<file path="src/rtl/sle_pkg.sv">
package sle_pkg;

    // Default sizing
    localparam int LINE_BYTES_DEF = 20;
    localparam int POOL_SLOTS_DEF = 2;

    // Field widths
    localparam int BYTE_W    = 8;
    localparam int KIND_W    = 2;
    localparam int LEN_OUT_W = 5;

    // Special characters
    localparam logic [BYTE_W-1:0] CH_CTRL_Z    = 8'h1A;
    localparam logic [BYTE_W-1:0] CH_NEWLINE   = 8'h0A;
    localparam logic [BYTE_W-1:0] CH_BACKSPACE = 8'h08;
    localparam logic [BYTE_W-1:0] CH_BANG      = 8'h21;

    // Result kinds
    localparam logic [KIND_W-1:0] KIND_ECHO = 2'd0;
    localparam logic [KIND_W-1:0] KIND_CHAR = 2'd1;
    localparam logic [KIND_W-1:0] KIND_END  = 2'd2;

    // Input actions
    localparam logic ACT_BYTE    = 1'b0;
    localparam logic ACT_RELEASE = 1'b1;

    // Address width of a store, at least one bit
    function automatic int addr_w(input int depth);
        addr_w = (depth > 1) ? $clog2(depth) : 1;
    endfunction

    // Controller states
    typedef enum logic [4:0] {
        ST_IDLE   = 5'b00001,
        ST_DECODE = 5'b00010,
        ST_CHARS  = 5'b00100,
        ST_END    = 5'b01000,
        ST_ECHO   = 5'b10000
    } state_t;

    // Controller to datapath
    typedef struct packed {
        logic capture;
        logic dec_pending;
        logic take_slot;
        logic set_bang;
        logic clear_len;
        logic dec_len;
        logic store_char;
        logic load_char;
        logic load_end;
        logic load_echo;
        logic end_last;
    } cmd_t;

    // Datapath to controller
    typedef struct packed {
        logic is_release;
        logic no_slot;
        logic is_ctrl_z;
        logic is_newline;
        logic is_backspace;
        logic len_zero;
        logic len_full;
        logic char_last;
        logic out_free;
    } status_t;

endpackage

</file>
<file path="src/rtl/sle_ram.sv">
module sle_ram
    import sle_pkg::*;
#(
    parameter int WIDTH = BYTE_W,
    parameter int DEPTH = LINE_BYTES_DEF - 1
) (
    input  logic                      aclk,
    input  logic                      wr_en,
    input  logic [addr_w(DEPTH)-1:0]  wr_addr,
    input  logic [WIDTH-1:0]          wr_data,
    input  logic [addr_w(DEPTH)-1:0]  rd_addr,
    output logic [WIDTH-1:0]          rd_data
);

    logic [WIDTH-1:0] mem [DEPTH];
    logic [WIDTH-1:0] rd_data_reg;

    // One write port, one registered read port
    always_ff @(posedge aclk) begin
        if (wr_en) begin
            mem[wr_addr] <= wr_data;
        end
        rd_data_reg <= mem[rd_addr];
    end

    assign rd_data = rd_data_reg;

endmodule

</file>
<file path="src/rtl/sle_ctrl.sv">
module sle_ctrl
    import sle_pkg::*;
(
    input  logic    aclk,
    input  logic    aresetn,
    input  logic    s_valid,
    output logic    s_ready,
    input  status_t status,
    output cmd_t    cmd
);

    state_t state_reg;
    state_t state_next;
    logic   is_other;

    // Ordinary byte (not one of the control characters)
    assign is_other = !status.is_ctrl_z && !status.is_newline && !status.is_backspace;

    always_ff @(posedge aclk) begin
        if (!aresetn) begin
            state_reg <= ST_IDLE;
        end else begin
            state_reg <= state_next;
        end
    end

    assign s_ready = (state_reg == ST_IDLE);

    // Next state and commands
    always_comb begin
        cmd        = '0;
        state_next = state_reg;
        unique case (state_reg)
            ST_IDLE: begin
                if (s_valid) begin
                    cmd.capture = 1'b1;
                    state_next  = ST_DECODE;
                end
            end
            ST_DECODE: begin
                if (status.is_release) begin
                    cmd.dec_pending = 1'b1;
                    state_next      = ST_IDLE;
                end else if (status.no_slot) begin
                    cmd.set_bang = 1'b1;
                    state_next   = ST_ECHO;
                end else begin
                    cmd.take_slot = 1'b1;
                    if (status.is_ctrl_z) begin
                        cmd.clear_len = 1'b1;
                        state_next    = ST_END;
                    end else if (status.is_newline) begin
                        state_next = status.len_zero ? ST_END : ST_CHARS;
                    end else if (status.is_backspace) begin
                        if (!status.len_zero) begin
                            cmd.dec_len = 1'b1;
                            state_next  = ST_ECHO;
                        end else begin
                            state_next = ST_IDLE;
                        end
                    end else if (status.len_full) begin
                        // line full: commit empty line, then echo
                        cmd.clear_len = 1'b1;
                        state_next    = ST_END;
                    end else begin
                        cmd.store_char = 1'b1;
                        state_next     = ST_ECHO;
                    end
                end
            end
            ST_CHARS: begin
                if (status.out_free) begin
                    cmd.load_char = 1'b1;
                    if (status.char_last) begin
                        state_next = ST_END;
                    end
                end
            end
            ST_END: begin
                cmd.end_last = !is_other;
                if (status.out_free) begin
                    cmd.load_end = 1'b1;
                    state_next   = is_other ? ST_ECHO : ST_IDLE;
                end
            end
            ST_ECHO: begin
                if (status.out_free) begin
                    cmd.load_echo = 1'b1;
                    state_next    = ST_IDLE;
                end
            end
            default: begin
                state_next = ST_IDLE;
            end
        endcase
    end

`ifndef SYNTH
    // A captured transfer always moves the controller to decode
    a_capture_idle: assert property (@(posedge aclk) disable iff (!aresetn)
        cmd.capture |=> (state_reg == ST_DECODE))
        else $error("capture did not lead to decode");

    // Result loads only happen when the output register can take them
    a_load_free: assert property (@(posedge aclk) disable iff (!aresetn)
        (cmd.load_char || cmd.load_end || cmd.load_echo) |-> status.out_free)
        else $error("result loaded into a busy output register");

    // Line character streaming always ends in a line end
    a_chars_to_end: assert property (@(posedge aclk) disable iff (!aresetn)
        (cmd.load_char && status.char_last) |=> (state_reg == ST_END))
        else $error("character stream not followed by line end");
`endif

endmodule

</file>
<file path="src/rtl/sle_dp.sv">
module sle_dp
    import sle_pkg::*;
#(
    parameter int LINE_BYTES = LINE_BYTES_DEF,
    parameter int POOL_SLOTS = POOL_SLOTS_DEF
) (
    input  logic                 aclk,
    input  logic                 aresetn,
    input  logic                 s_action,
    input  logic [BYTE_W-1:0]    s_rx_byte,
    output logic                 m_valid,
    input  logic                 m_ready,
    output logic [KIND_W-1:0]    m_kind,
    output logic [BYTE_W-1:0]    m_out_byte,
    output logic [LEN_OUT_W-1:0] m_line_length,
    output logic                 m_last,
    input  cmd_t                 cmd,
    output status_t              status
);

    localparam int STORE_DEPTH = LINE_BYTES - 1;
    localparam int AW          = addr_w(STORE_DEPTH);
    localparam int CW          = $clog2(LINE_BYTES);
    localparam int PW          = $clog2(POOL_SLOTS + 1);

    // Captured input
    logic                 action_reg;
    logic [BYTE_W-1:0]    byte_reg;
    logic                 bang_reg;
    logic                 bang_next;

    // Line and pool state
    logic [CW-1:0]        len_reg;
    logic [CW-1:0]        len_next;
    logic [CW-1:0]        idx_reg;
    logic [CW-1:0]        idx_next;
    logic [CW-1:0]        idx_plus;
    logic [PW-1:0]        pending_reg;
    logic [PW-1:0]        pending_next;
    logic                 held_reg;
    logic                 held_next;

    // Output register
    logic                 m_valid_reg;
    logic                 m_valid_next;
    logic [KIND_W-1:0]    kind_reg;
    logic [KIND_W-1:0]    kind_next;
    logic [BYTE_W-1:0]    out_byte_reg;
    logic [BYTE_W-1:0]    out_byte_next;
    logic [LEN_OUT_W-1:0] length_reg;
    logic [LEN_OUT_W-1:0] length_next;
    logic                 last_reg;
    logic                 last_next;

    logic                 out_free;
    logic                 load_any;
    logic [CW+LEN_OUT_W-1:0] len_wide;
    logic [AW-1:0]        rd_addr;
    logic [BYTE_W-1:0]    rd_data;

    // Line store
    sle_ram #(
        .WIDTH (BYTE_W),
        .DEPTH (STORE_DEPTH)
    ) u_store (
        .aclk    (aclk),
        .wr_en   (cmd.store_char),
        .wr_addr (len_reg[AW-1:0]),
        .wr_data (byte_reg),
        .rd_addr (rd_addr),
        .rd_data (rd_data)
    );

    assign idx_plus = idx_reg + CW'(1);

    // Read ahead so one character leaves per cycle while the output register is free
    assign rd_addr = (cmd.load_char && !status.char_last) ? idx_plus[AW-1:0]
                                                           : idx_reg[AW-1:0];

    assign out_free = !m_valid_reg || m_ready;
    assign load_any = cmd.load_char || cmd.load_end || cmd.load_echo;
    assign len_wide = {{LEN_OUT_W{1'b0}}, len_reg};

    // Status to controller
    always_comb begin
        status              = '0;
        status.is_release   = (action_reg == ACT_RELEASE);
        status.no_slot      = !held_reg && (pending_reg == PW'(POOL_SLOTS));
        status.is_ctrl_z    = (byte_reg == CH_CTRL_Z);
        status.is_newline   = (byte_reg == CH_NEWLINE);
        status.is_backspace = (byte_reg == CH_BACKSPACE);
        status.len_zero     = (len_reg == '0);
        status.len_full     = (len_reg == CW'(LINE_BYTES - 1));
        status.char_last    = (idx_plus == len_reg);
        status.out_free     = out_free;
    end

    // Next state of line and pool
    always_comb begin
        len_next     = len_reg;
        idx_next     = idx_reg;
        pending_next = pending_reg;
        held_next    = held_reg;
        bang_next    = bang_reg;

        if (cmd.capture) begin
            bang_next = 1'b0;
        end
        if (cmd.set_bang) begin
            bang_next = 1'b1;
        end
        if (cmd.dec_pending && (pending_reg != '0)) begin
            pending_next = pending_reg - PW'(1);
        end
        if (cmd.take_slot) begin
            held_next = 1'b1;
        end
        if (cmd.clear_len) begin
            len_next = '0;
        end else if (cmd.dec_len) begin
            len_next = len_reg - CW'(1);
        end else if (cmd.store_char) begin
            len_next = len_reg + CW'(1);
        end
        if (cmd.load_char) begin
            idx_next = idx_plus;
        end
        // commit frees the slot to the pending pool
        if (cmd.load_end) begin
            len_next     = '0;
            idx_next     = '0;
            held_next    = 1'b0;
            pending_next = pending_reg + PW'(1);
        end
    end

    // Next output register
    always_comb begin
        m_valid_next  = m_valid_reg && !m_ready;
        kind_next     = kind_reg;
        out_byte_next = out_byte_reg;
        length_next   = length_reg;
        last_next     = last_reg;
        if (load_any) begin
            m_valid_next = 1'b1;
        end
        if (cmd.load_char) begin
            kind_next     = KIND_CHAR;
            out_byte_next = rd_data;
            length_next   = '0;
            last_next     = 1'b0;
        end else if (cmd.load_end) begin
            kind_next     = KIND_END;
            out_byte_next = '0;
            length_next   = len_wide[LEN_OUT_W-1:0];
            last_next     = cmd.end_last;
        end else if (cmd.load_echo) begin
            kind_next     = KIND_ECHO;
            out_byte_next = bang_reg ? CH_BANG : byte_reg;
            length_next   = '0;
            last_next     = 1'b1;
        end
    end

    // Control registers
    always_ff @(posedge aclk) begin
        if (!aresetn) begin
            len_reg     <= '0;
            idx_reg     <= '0;
            pending_reg <= '0;
            held_reg    <= 1'b0;
            bang_reg    <= 1'b0;
            m_valid_reg <= 1'b0;
        end else begin
            len_reg     <= len_next;
            idx_reg     <= idx_next;
            pending_reg <= pending_next;
            held_reg    <= held_next;
            bang_reg    <= bang_next;
            m_valid_reg <= m_valid_next;
        end
    end

    // Payload registers
    always_ff @(posedge aclk) begin
        if (cmd.capture) begin
            action_reg <= s_action;
            byte_reg   <= s_rx_byte;
        end
        kind_reg     <= kind_next;
        out_byte_reg <= out_byte_next;
        length_reg   <= length_next;
        last_reg     <= last_next;
    end

    assign m_valid       = m_valid_reg;
    assign m_kind        = kind_reg;
    assign m_out_byte    = out_byte_reg;
    assign m_line_length = length_reg;
    assign m_last        = last_reg;

`ifndef SYNTH
    // Pool credit never exceeds the number of slots
    a_pending_bound: assert property (@(posedge aclk) disable iff (!aresetn)
        pending_reg <= PW'(POOL_SLOTS))
        else $error("pending lines above pool size");

    // No characters stored unless a slot is held
    a_len_needs_slot: assert property (@(posedge aclk) disable iff (!aresetn)
        !held_reg |-> (len_reg == '0))
        else $error("characters stored without a slot");

    // Streaming never reads past the stored line
    a_idx_in_line: assert property (@(posedge aclk) disable iff (!aresetn)
        cmd.load_char |-> (idx_reg < len_reg))
        else $error("line character read beyond line length");

    // A line end releases the slot and resets the line
    a_end_frees: assert property (@(posedge aclk) disable iff (!aresetn)
        cmd.load_end |=> (!held_reg && (len_reg == '0) && (idx_reg == '0)))
        else $error("line end did not release the slot");
`endif

endmodule

</file>
<file path="src/rtl/serial_line_editor.sv">
// Line editor for received serial bytes, with backspace.
//
// Input channel (s_valid/s_ready): one transfer per received byte
// (s_action = 0) or per line slot released by the consumer (s_action = 1).
// Result channel (m_valid/m_ready): echo bytes, committed line characters
// and a line end carrying the length; m_last marks the final result that
// one input transfer causes.
//
// Sequencing: an input transfer is captured in ST_IDLE and decoded in
// ST_DECODE; the first result is then loaded into the output register
// from ST_CHARS, ST_END or ST_ECHO once the register is free. A commit
// of N stored characters streams them one per cycle, while the receiver
// does not stall, out of the line store (registered read, prefetched one
// address ahead), followed by the line end; N is up to LINE_BYTES - 1.
//
// One item is in flight at a time; s_ready rises again once the last
// result has entered the output register, even while it waits on m_ready.
// A stalled receiver holds the output register and the controller waits.
// Reset empties the line, releases all slots and clears the output valid flag.
module serial_line_editor
    import sle_pkg::*;
#(
    parameter int LINE_BYTES = LINE_BYTES_DEF,
    parameter int POOL_SLOTS = POOL_SLOTS_DEF
) (
    input  logic                 aclk,
    input  logic                 aresetn,
    input  logic                 s_valid,
    output logic                 s_ready,
    input  logic                 s_action,
    input  logic [BYTE_W-1:0]    s_rx_byte,
    output logic                 m_valid,
    input  logic                 m_ready,
    output logic [KIND_W-1:0]    m_kind,
    output logic [BYTE_W-1:0]    m_out_byte,
    output logic [LEN_OUT_W-1:0] m_line_length,
    output logic                 m_last
);

    cmd_t    cmd;
    status_t status;

    sle_ctrl u_ctrl (
        .aclk    (aclk),
        .aresetn (aresetn),
        .s_valid (s_valid),
        .s_ready (s_ready),
        .status  (status),
        .cmd     (cmd)
    );

    sle_dp #(
        .LINE_BYTES (LINE_BYTES),
        .POOL_SLOTS (POOL_SLOTS)
    ) u_dp (
        .aclk          (aclk),
        .aresetn       (aresetn),
        .s_action      (s_action),
        .s_rx_byte     (s_rx_byte),
        .m_valid       (m_valid),
        .m_ready       (m_ready),
        .m_kind        (m_kind),
        .m_out_byte    (m_out_byte),
        .m_line_length (m_line_length),
        .m_last        (m_last),
        .cmd           (cmd),
        .status        (status)
    );

endmodule

</file>
<file path="config.mk">
export PLATFORM = sky130hd
export DESIGN_NAME = serial_line_editor
export DESIGN_NICKNAME = d
export VERILOG_FILES = /design/src/rtl/sle_pkg.sv /design/src/rtl/sle_ram.sv /design/src/rtl/sle_ctrl.sv /design/src/rtl/sle_dp.sv /design/src/rtl/serial_line_editor.sv
export SDC_FILE = /design/constraint.sdc
export NUM_CORES = 1
export LEC_CHECK = 0
export ABC_CLOCK_PERIOD_IN_PS = 4200
export BUFFER_PORTS_ARGS = -buffer_cell sky130_fd_sc_hd__buf_2
export CAP_MARGIN = 20
export CORE_MARGIN = 4
export CORE_UTILIZATION = 60
export CTS_CLUSTER_DIAMETER = 50
export DETAILED_ROUTE_END_ITERATION = 7
export PLACE_DENSITY = 0.78
export SLEW_MARGIN = 0
export SYNTH_ARGS = -nofsm -noshare
export SYNTH_HDL_FRONTEND = slang
export SYNTH_SLANG_ARGS = --single-unit
</file>
<file path="constraint.sdc">
create_clock -name aclk -period 4.2 [get_ports aclk]
set_clock_uncertainty 0.2 [all_clocks]
set_input_delay 0.42 -clock aclk [delete_from_list [all_inputs] [get_ports aclk]]
set_output_delay 0.42 -clock aclk [all_outputs]
set_load 0.02 [all_outputs]
</file>
==> metrics.txt, run 1 <==
maximum buffer depth of the clock tree 3; total CTS buffers 23; initial antenna violation count 0; Critical Path Start Type register; area fraction of the dominant cell type after synthesis about 58%; Worst VDD drop about 360 uV; I/O pins 31; TritonRoute pass-1 iters 7; Largest register FFs 152; Lkg Pwr about 0.0036 uW; total negative slack 0 ns; final slew viol count 0; top_reg_cell synth edfxtp_1; number of enable flip-flop cells after synthesis approximately 170; Post-Syn Instances 700; Clk Latency, worst-skew pair between 0.5 and 0.6 ns; DRT iter0 DRCs a little over 900; area of the core about 14000 um2; gr usage total roughly a quarter; Syn Nets between 700 and 800; Port Buf Inserts 30; post-route minimum period between 3 and 4 ns; Distinct cells, synth between 60 and 70; synthesized area per cell 12.5 um2; Post-synth ARST share 0%; pre-CTS setup slack 0.482 ns; CTS tree done; Max H-tree Level 1; relative slew slack about a third; Worst Path Max Fanout 26; final worst slack 0.245 ns; die area between 15000 and 20000 um2; final hold vios 0; max-cap viol count 0; clock root buffer clkbuf_16; worst hold path type in -> reg; RSZ-0062 raised after global routing false; Post-DP HPWL about 14000 um; DRC 0; Synth area leader edfxtp_1; CP required approximately 4.4 ns; CTS clock-pin slew for the worst setup and hold paths 0.06 ns; Peak Freq ~250 MHz; Storage cell area 5800 um2; Nets 764; element type at the critical path end register; setup bufs post-CTS 0; multi-input logic area around 2700 um2; FILL cells just over 900; number of vias in the routed layout 6210; Synth area leaders edfxtp_1, dfxtp_1, nand2_1; DRT Wirelength between 20000 and 25000 um; first-pass GRT wire length between 30000 and 40000 um; Area Growth Syn to Fin 13.8%; flops & latches, synth 205; remaining global-route overflow 0; Power per Cell Area 485 nW/um2; arrival time of the worst setup path 4.19 ns; period utilization 94.2%; Ys Warns 0; most flop-heavy register u_dp.u_store.mem; RD Place Congestion slightly above 0.9; vias per cell ~6.6; # resized after CTS 0; layout cells sized above 1 between 10% and 20%; crit path kind reg -> reg; status complete, no violations; mapped cell area slightly below 9000 um2; measured slew at the worst slew-check pin 1.01 ns; Setup violations, final 0; vias in the first global route around 6k; Antenna Violating Nets Remaining 0; Routed WL per cell 23.3 um; Initial Util 62.1%; CTS Sinks 205; die width 129 um; Die Ht 129 um; ant diodes 0; Seq/Total Area, Yosys around two thirds; Final Core Density 70.7%; row count 43; largest net degree at the start of global routing 46
==> layout make-up <==
class	count	share of cell area, %
multi-input cells	449	27.3
clock buffers	29	6.20
well taps	180	2.26
inverters	10	0.377
clock inverters	12	1.95
repair buffers	57	3.74
flip-flops and latches	205	58.2
==> power by group <==
part	switching, uW	leakage, uW	internal (uW)
sequential	72.8	0.00182	2320
combinational	214	0.00137	97.7
clock	822	0.000391	1310
total	1110	0.00358	3720
==> worst max-delay path, cell delays in order (launching register included) <==
cell and delay (ns):
dfxtp_1 0.50, ha_1 0.35, xnor2_1 0.27, nand2_1 0.16, a211oi_2 0.31, buf_4 0.24
a21o_1 0.24, a21o_1 0.81, nand2_1 0.13, a31oi_1 0.25, a21boi_1 0.25, a211o_1 0.16
==> synthesized netlist by cell type, drive strengths merged, types with 7 or more instances <==
| cell type | number |
|---|---|
| edfxtp | 169 |
| a211o | 7 |
| a22o | 24 |
| a222oi | 7 |
| o22ai | 8 |
| inv | 10 |
| a221oi | 8 |
| a31oi | 17 |
| dfxtp | 36 |
| nand2 | 105 |
| clkbuf | 14 |
| a21boi | 8 |
| nor2 | 55 |
| buf | 22 |
| mux2i | 21 |
| nand2b | 7 |
| nor3 | 8 |
| xnor2 | 11 |
| and2 | 7 |
| a21oi | 30 |
| nand3 | 27 |
| o21ai | 22 |
==> layout by cell type (no fill, tap or decap), types with 17 or more instances in the layout <==
master	count
nor2_1	53
edfxtp_1	169
a22o_1	24
buf_4	17
dfxtp_1	36
mux2i_1	21
clkbuf_16	23
buf_2	30
nand2_1	105
a21oi_1	27
nand3_1	27
a31oi_1	17
o21ai_0	22
==> worst paths after layout <==
check        cells after the start                       to  slack [ns]            start
max                             11  u_dp.u_store.rd_data[7]        0.25  u_dp.idx_reg[1]
min                              2      u_ctrl.state_reg[0]        0.02          aresetn
max reg2reg                     11  u_dp.u_store.rd_data[7]        0.25  u_dp.idx_reg[1]
min reg2reg                      2           u_dp.m_kind[1]        0.25   u_dp.m_kind[1]
==> kinds of logic after synthesis <==
family,after synthesis,share of synthesized area (%)
flops,205,66.2
xor+xnor,17,1.70
fa+ha+maj,5,0.801
simple gates,249,13.2
compound gates,156,12.8
mux,22,2.53
buf+inv,46,2.72
==> metal layers <==
| metal | vias up | GRT usage, % | wire length [um] |
|---|---|---|---|
| met5 | - | 0 | 0 |
| met4 | 0 | 9.26 | 799 |
| met2 | 448 | 45.7 | 10900 |
| li1 | 2715 | - | - |
| met1 | 2975 | 34.3 | 8140 |
| met3 | 72 | 4.07 | 2160 |
==> metrics by stage <==
stage	power (uW)	cells	hold slack, ns	cell area [um2]
after global routing	4960	942	0.0191	9960
final	4830	942	0.0193	9960
after detailed placement	2730	891	0.239	9050
after CTS	4830	941	0.0162	9960
after global placement	2710	891	0.232	9050
after floorplan	2590	700	0.232	8750
==> repair_timing <==
action | 4_1_cts | 5_1_grt
hold buffers | 9 | 0
endpoints found under the setup margin | 0 | 0
endpoints found under the hold margin | 9 | 0
Power figures use the tool's default switching activity.
==> inputs of run 2 (changes only) <==
ABC_CLOCK_PERIOD_IN_PS = 4100   (was 4200)
clock period = 4.1 ns   (was 4.2 ns; I/O delays follow)
==> run 2 against run 1 <==
Net effect:
- non-clock buffer count is 4 higher
- first-iteration DRC count is 18% lower
- largest cell class unchanged
- register-to-register slack better by 0.10 ns
- critical path type unchanged
- via count is 2.0% lower
- utilization is 0.28 points lower
- setup slack better by 0.10 ns
- sequential power is 2% higher
- sequential share of layout area is 0.23 points higher
- power is 1.1% lower
==> metrics.txt, run 2 (synthesized netlist as in run 1, its figures left out) <==
worst reg2reg startpoint u_dp.idx_reg[1]; relative slew slack around a third; CP required between 4 and 5 ns; element type at the critical path end register; post-route minimum period around 3.8 ns; Worst VDD drop about 440 uV; measured slew at the worst slew-check pin between 1 and 1.5 ns; most common cell after layout, fill and taps aside edfxtp_1; Peak Freq 267 MHz; number of vias in the routed layout slightly above 6k; final worst slack around 0.35 ns; Clk Latency, worst-skew pair approximately 0.50 ns; row count 43; Routed WL per cell 23.1 um; Max H-tree Level 1; Setup crit start u_dp.idx_reg[1]; FILL cells 941; Storage cell area roughly 5800 um2; Antenna Violating Nets Remaining 0; gr usage total 26.8%; multi-input logic area 2720 um2; Nets between 700 and 800; Worst Path Max Fanout 30; CTS Sinks 205; Final Core Density 70.4%; Critical Path Start Type register; vias in the first global route slightly above 6k; layout cells sized above 1 12.8%; DRT Wirelength roughly 22000 um; min-delay src s_valid; period utilization between 90 and 100%; I/O pins 31; setup bufs post-CTS 0; die width between 100 and 150 um; # resized after CTS 0; RD Place Congestion between 0.9 and 1; final hold vios 0; max-cap viol count 0; maximum buffer depth of the clock tree 3; DRC 0; initial antenna violation count 0; total negative slack 0 ns; Initial Util 62.1%; status complete, no violations; Post-DP HPWL 14200 um; arrival time of the worst setup path roughly 4 ns; Overall Power around 4800 uW; vias per cell 6.45; most frequent cells in the layout edfxtp_1, nand2_1, nor2_1; TritonRoute pass-1 iters 6; Die Ht 129 um; CTS clock-pin slew for the worst setup and hold paths ~0.060 ns; DRT iter0 DRCs 740; area of the core roughly 14000 um2; worst hold path type in -> reg; flop-to-flop setup slack between 0.3 and 0.4 ns; remaining global-route overflow 0; die area approximately 17000 um2; largest net degree at the start of global routing 48; Port Buf Inserts 30; Lkg Pwr 0.00356 uW; clock root buffer clkbuf_16; pre-CTS setup slack 0.450 ns; Setup violations, final 0; Area Growth Syn to Fin 13.4%; first-pass GRT wire length 34000 um; Post-Layout Cell Count ~940; DP Cell Count 894; RSZ-0062 raised after global routing false; total CTS buffers 21; Power per Cell Area 482 nW/um2; ant diodes 0; final slew viol count 0; crit path kind reg -> reg; most flop-heavy register u_dp.u_store.mem; CTS tree done; Largest register FFs approximately 150
[run 2: cell type report]
class,instances,area share (%)
flip-flops and latches,205,58.4
well taps,180,2.27
clock buffers,27,5.62
clock inverters,11,1.70
inverters,10,0.378
repair buffers,61,4.21
multi-input cells,449,27.4
[run 2: through the flow]
| stage | hold slack (ns) | instance area (um2) |
|---|---|---|
| 2_1_floorplan | 0.232 | 8750 |
| 3_3_place_gp | 0.232 | 9090 |
| 3_5_place_dp | 0.241 | 9090 |
| 4_1_cts | 0.0341 | 9920 |
| 5_1_grt | 0.0805 | 9920 |
| 6_report | 0.0391 | 9920 |
[run 2: worst paths after layout]
check                                 end  cells past startpoint
setup reg to reg  u_dp.u_store.rd_data[4]                     10
hold reg to reg            u_dp.m_kind[1]                      2
hold / removal        u_ctrl.state_reg[0]                      4
setup / recovery  u_dp.u_store.rd_data[4]                     10
[run 2: critical path, cell delays in order (launching register included)]
cell	delay, ns
dfxtp_1	0.49
ha_1	0.35
xnor2_1	0.23
nand2_1	0.12
a211oi_2	0.43
a21o_1	0.30
a21o_1	0.82
nand2_1	0.14
a31oi_1	0.19
a21boi_1	0.23
a211o_1	0.17
[run 2: power breakdown]
part | switching (uW) | internal [uW] | leakage, uW
clock network | 787 | 1220 | 0.000353
registers | 65.6 | 2370 | 0.00182
logic | 226 | 103 | 0.00139
total | 1080 | 3700 | 0.00356
[run 2: what timing repair did]
item                                   4_1_cts  5_1_grt
setup endpoints to repair                    0        0
endpoints found under the hold margin       10        0
hold buffers                                10        0
[run 2: metal layers]
layer	vias up	global-route usage [%]	share of wire, %
met3	71	4.57	8.8
li1	2732	-	-
met2	325	46.1	49
met5	-	0	0
met4	0	11.1	5.0
met1	2957	33.7	37
